## src/ohi_pkg.sv

```systemverilog
// Shared constants, types and codes of the open-addressing hash insert block
`default_nettype none
package ohi_pkg;

	localparam int TABLE_DEPTH = 1024;
	localparam int SLOT_W      = $clog2(TABLE_DEPTH);
	localparam int N_W         = SLOT_W + 1;
	localparam int CFG_TS_W    = 11;
	localparam int NC_W        = (N_W > CFG_TS_W) ? N_W : CFG_TS_W;
	localparam int KEY_W       = 31;
	localparam int ENTRY_W     = KEY_W + 1;
	localparam int DIV_CNT_W   = $clog2(KEY_W);
	localparam int OP_W        = 2;
	localparam int MODE_W      = 2;
	localparam int PRIME_W     = 10;
	localparam int SLOT_FLD_W  = 10;
	localparam int COLL_W      = 11;
	localparam int TOTAL_W     = 32;
	localparam int VALUE_W     = 32;
	localparam int CFG_IDX_W   = 2;
	localparam int CFG_DATA_W  = 11;

	localparam logic [OP_W-1:0] OP_CLEAR  = 2'd0;
	localparam logic [OP_W-1:0] OP_INSERT = 2'd1;
	localparam logic [OP_W-1:0] OP_READ   = 2'd2;

	localparam logic [MODE_W-1:0] MODE_LINEAR = 2'd0;
	localparam logic [MODE_W-1:0] MODE_QUAD   = 2'd1;
	localparam logic [MODE_W-1:0] MODE_DOUBLE = 2'd2;

	localparam logic [CFG_IDX_W-1:0] REG_TABLE_SIZE   = 2'd0;
	localparam logic [CFG_IDX_W-1:0] REG_PROBE_MODE   = 2'd1;
	localparam logic [CFG_IDX_W-1:0] REG_SECOND_PRIME = 2'd2;

	typedef enum logic [3:0] {
		S_INIT, S_IDLE, S_CLEAR, S_BASE_GO, S_BASE_WAIT, S_KR_GO, S_KR_WAIT,
		S_INC_GO, S_INC_WAIT, S_PINIT, S_PRD, S_PCHK, S_READ_RD, S_RESP
	} state_t;

	typedef enum logic [1:0] {
		DIV_BASE, DIV_KR, DIV_INC
	} div_sel_t;

	typedef struct packed {
		logic     capture;
		logic     sweep;
		logic     div_start;
		logic     div_take;
		div_sel_t div_sel;
		logic     probe_init;
		logic     probe_rd;
		logic     place;
		logic     probe_next;
		logic     read_rd;
		logic     load_out;
	} cmd_t;

	typedef struct packed {
		logic sweep_last;
		logic div_done;
		logic slot_full;
		logic probe_last;
		logic mode_double;
		logic out_busy;
	} status_t;

endpackage
`default_nettype wire

```

## src/ohi_ctrl.sv

```systemverilog
// Controller state machine sequencing clear, insert probing and read
`default_nettype none
module ohi_ctrl (
	input  wire logic                   clk,
	input  wire logic                   arst_n,
	input  wire logic                   in_valid,
	input  wire logic [ohi_pkg::OP_W-1:0] in_op,
	input  wire ohi_pkg::status_t        st,
	output logic                        in_ready,
	output ohi_pkg::cmd_t                cmd
);
	import ohi_pkg::*;

	state_t state_q;
	state_t state_d;

	always_ff @(posedge clk or negedge arst_n) begin
		if (!arst_n) begin
			state_q <= S_INIT;
		end else begin
			state_q <= state_d;
		end
	end

	always_comb begin
		state_d = state_q;
		case (state_q)
			S_INIT: begin
				if (st.sweep_last) state_d = S_IDLE;
			end
			S_IDLE: begin
				if (in_valid) begin
					case (in_op)
						OP_CLEAR:  state_d = S_CLEAR;
						OP_INSERT: state_d = S_BASE_GO;
						OP_READ:   state_d = S_READ_RD;
						default:   state_d = S_RESP;
					endcase
				end
			end
			S_CLEAR: begin
				if (st.sweep_last) state_d = S_RESP;
			end
			S_BASE_GO:   state_d = S_BASE_WAIT;
			S_BASE_WAIT: begin
				if (st.div_done) state_d = st.mode_double ? S_KR_GO : S_PINIT;
			end
			S_KR_GO:     state_d = S_KR_WAIT;
			S_KR_WAIT: begin
				if (st.div_done) state_d = S_INC_GO;
			end
			S_INC_GO:    state_d = S_INC_WAIT;
			S_INC_WAIT: begin
				if (st.div_done) state_d = S_PINIT;
			end
			S_PINIT:     state_d = S_PRD;
			S_PRD:       state_d = S_PCHK;
			S_PCHK: begin
				if (!st.slot_full || st.probe_last) state_d = S_RESP;
				else state_d = S_PRD;
			end
			S_READ_RD:   state_d = S_RESP;
			S_RESP: begin
				if (!st.out_busy) state_d = S_IDLE;
			end
			default:     state_d = S_INIT;
		endcase
	end

	always_comb begin
		cmd      = '0;
		cmd.div_sel = DIV_BASE;
		in_ready = 1'b0;
		case (state_q)
			S_INIT, S_CLEAR: cmd.sweep = 1'b1;
			S_IDLE: begin
				in_ready    = 1'b1;
				cmd.capture = in_valid;
			end
			S_BASE_GO: cmd.div_start = 1'b1;
			S_BASE_WAIT: cmd.div_take = 1'b1;
			S_KR_GO: begin
				cmd.div_start = 1'b1;
				cmd.div_sel   = DIV_KR;
			end
			S_KR_WAIT: begin
				cmd.div_take = 1'b1;
				cmd.div_sel  = DIV_KR;
			end
			S_INC_GO: begin
				cmd.div_start = 1'b1;
				cmd.div_sel   = DIV_INC;
			end
			S_INC_WAIT: begin
				cmd.div_take = 1'b1;
				cmd.div_sel  = DIV_INC;
			end
			S_PINIT: cmd.probe_init = 1'b1;
			S_PRD:   cmd.probe_rd = 1'b1;
			S_PCHK: begin
				cmd.place      = !st.slot_full;
				cmd.probe_next = st.slot_full;
			end
			S_READ_RD: cmd.read_rd = 1'b1;
			S_RESP:    cmd.load_out = !st.out_busy;
			default: begin
				cmd = '0;
			end
		endcase
	end
endmodule
`default_nettype wire

```

## config.mk

```make
export PLATFORM = sky130hd
export DESIGN_NAME = ohi_ctrl
export DESIGN_NICKNAME = d
export VERILOG_FILES = /design/src/ohi_pkg.sv /design/src/ohi_ctrl.sv
export SDC_FILE = /design/constraint.sdc
export NUM_CORES = 1
export LEC_CHECK = 0
export ABC_AREA = 1
export CAP_MARGIN = 20
export CORE_AREA = 2 2 39 41
export CTS_BUF_LIST = sky130_fd_sc_hd__clkbuf_4 sky130_fd_sc_hd__clkbuf_8 sky130_fd_sc_hd__clkbuf_16
export DETAILED_ROUTE_END_ITERATION = 16
export DIE_AREA = 0 0 41 43
export DONT_BUFFER_PORTS = 1
export GPL_TIMING_DRIVEN = 0
export PLACE_DENSITY = 0.63
export SETUP_SLACK_MARGIN = 0.02
export SLEW_MARGIN = 20
export SYNTH_ARGS = -nofsm -noshare
export SYNTH_HDL_FRONTEND = slang
export SYNTH_SLANG_ARGS = --single-unit
```

## constraint.sdc

```tcl
create_clock -name clk -period 1.43 [get_ports clk]
set_input_delay 0 -clock clk [delete_from_list [all_inputs] [get_ports clk]]
set_output_delay 0 -clock clk [all_outputs]
set_load 0.05 [all_outputs]
```

==> metrics.txt <==
status=complete, but fails checks; Starting Density=37.9%; Area growth syn-to-layout=57.0%; clk_lat worst skew=0.24 ns; Syn. warnings=0; nature of the critical path endpoint=primary output; main flop type after synthesis=dfrtp_1; Mapped Cells=97; FILL cells=139; Final Skew=roughly 0.010 ns; nets=127; most common cell in the synthesized netlist=nand2_1; f_max=~0.63 GHz; Tot Pwr=0.00225 W; Hold Path Cell Cnt=4; sequence of cells on the critical path=inv_2 > nand2_4 > nor2_4 > inv_2 > nor2_4; Yosys top cell area share=between 20% and 30%; Worst-path clk slew=0.04 ns; endpoints failing setup=8; switching pwr=0.00139 W; Commonest cells post-synth=nand2_1 (31), inv_1 (20), nor2_1 (11), nand3_1 (6); LEAKAGE=0.418 nW; I/O Buffers=0; reg2reg setup slack=-0.12 ns; Peak VDD IR=1.43 mV; syn avg cell area=5.40 um2; Hold Crit Endpoint=state_q[0]; sequential share of power=12.2%; CTS max path bufs=2; Synth Cell Area=524 um2; required time of the worst setup path=1.43 ns; Most flops, register=state_q; Diodes inserted=0; Top Registers=state_q x4; cts bufs inserted=3; share of cells above drive strength 1=approximately 47%; data arrival time of the worst path=1.58 ns; global-route wire length before repair=approximately 2600 um; Sinks on Clock Net=4; core region area=roughly 1400 um2; drt initial violations=13; CTS tree=done; DRT Wirelength=1590 um; CTS Root Cell=clkbuf_4; worst slew pin tran=0.893 ns; DR WL/cell=12.3 um; Final Critical Period=1.58 ns; Power Density=2740 nW/um2; crit-path max cell delay=0.42 ns; main area contributors after synthesis=nand2_1 (22%), dfrtp_1 (19%), inv_1 (14%), nor2_1 (7.9%), nand2_2 (6.0%); DP HPWL=1040 um; H-tree lvl count=1; CP Launch Type=flip-flop; Switching Fraction=61.9%; RSZ-0062 raised after global routing=true; Post-synth EDFFs=0; PnR worst setup slack=-0.153 ns; post-route ant nets=0; die area=1760 um2; Slew Limit Fails=0; Comb power frac=between 80% and 90%; Worst Reg-to-Reg Cells=8; grt total ovfl=0; dpl cell area=567 um2; die width=roughly 41 um; vias per inst=4.99; Tcrit/Tclk final=111%; CP Max Fanout=6; syn_nets=108; # DRC=0; GRT Total Usage=21.7%; Slowest cell on crit path=dfrtp_2; Synth cell types=16; first-pass iteration count of the detailed router=4; pre-CTS setup slack=-0.156 ns; clock share of power=6.3%; max FFs per register=4; Final Util=a little under 60%; Synth async-reset ratio=100%; largest net degree at the start of global routing=7; cell taking the most area after synthesis=nand2_1; Multi-input gate area=468 um2; hold path startpoint=in_op[0]; post-synthesis sequential area ratio=a little under a fifth; vias in the first global route=between 600 and 700; post-route cell area=823 um2; RR Endpoint=state_q[2]; maxcap violations=0; initial antenna violation count=0; cell internal pwr=0.000859 W; Rel. slew slack=40.3%; worst r2r src=state_q[0]; CP startpoint=state_q[1]; Via Count=649; io pins=24; num rows=14; critical setup path kind=flip-flop to primary output; Synth Register Bits=4; failing checks=setup timing; FF+latch area=approximately 100 um2; Hold WC Path Type=input pin to flip-flop; Final Hold Fails=0; Die Y=roughly 43 um; routability cong.=~0.83
[per-stage QoR]
stage | instances | hold slack, ns | setup TNS, ns
floorplan | 97 | -0.296 | -0.671
global placement | 113 | -0.295 | -1.42
detailed placement | 113 | -0.295 | -0.716
CTS | 128 | 0.00671 | -0.419
global route | 130 | 0.0354 | -1.56
finish | 130 | 0.00889 | -0.852
[layout by cell type (no fill, tap or decap), types with 3 or more instances in the layout]
cell,n
dfrtp_2,3
inv_2,6
nor2_2,4
nor2_4,8
clkbuf_4,3
buf_4,10
nand2_2,6
nor2_1,6
nand2_1,27
nand3_1,5
inv_1,11
[layer usage]
layer | global-route usage, % | vias to the layer above | wire length, um
met4 | 10.7 | 0 | 14
met3 | 6.28 | 2 | 133
met1 | 23.8 | 285 | 651
li1 | - | 330 | -
met2 | 35.6 | 32 | 795
met5 | 0 | - | 0
[kinds of logic (layout without fill, tap and decap cells)]
group	count (synthesis)	after routing	synth area share (%)
buf+inv	21	38	15.0
simple gates	66	66	59.9
compound gates	6	6	5.97
flops	4	4	19.1
[how the worst max path moves through the flow]
stage | end | slack, ns | cells past startpoint
finish | cmd[11] | -0.15 | 5
global placement | cmd[7] | -0.43 | 4
CTS | cmd[11] | -0.18 | 5
global route | cmd[11] | -0.24 | 5
floorplan | cmd[7] | -0.34 | 4
detailed placement | state_q[2] | -0.16 | 8
[layout make-up]
type                    instances  area share [%]
flip-flops and latches          4            12.6
clock buffers                   3            2.74
multi-input cells              72            56.8
well taps                      16            2.43
repair buffers                 14            14.3
inverters                      21            11.1
[critical path: cells and delay by family (launching register included)]
family                 cells  cell delay, ns
flip-flops                 1            0.42
buffers and inverters      2            0.17
AND/OR/NAND/NOR            3            0.74
[power groups by stage]
stage	registers (W)	clock network (W)	logic, W
after floorplan	0.000240	0	0.00113
after CTS	0.000259	0.000145	0.00170
after global routing	0.000277	0.000159	0.00200
final	0.000274	0.000143	0.00184
after detailed placement	0.000261	0	0.00129
after global placement	0.000261	0	0.00127
[repair_timing]
item	4_1_cts	5_1_grt
pin swaps	8	7
setup buffers	10	2
gates resized for setup	30	7
setup endpoints to repair	14	13
hold buffers	2	0
hold endpoints to repair	5	0
(Power assumes the default switching activity.)
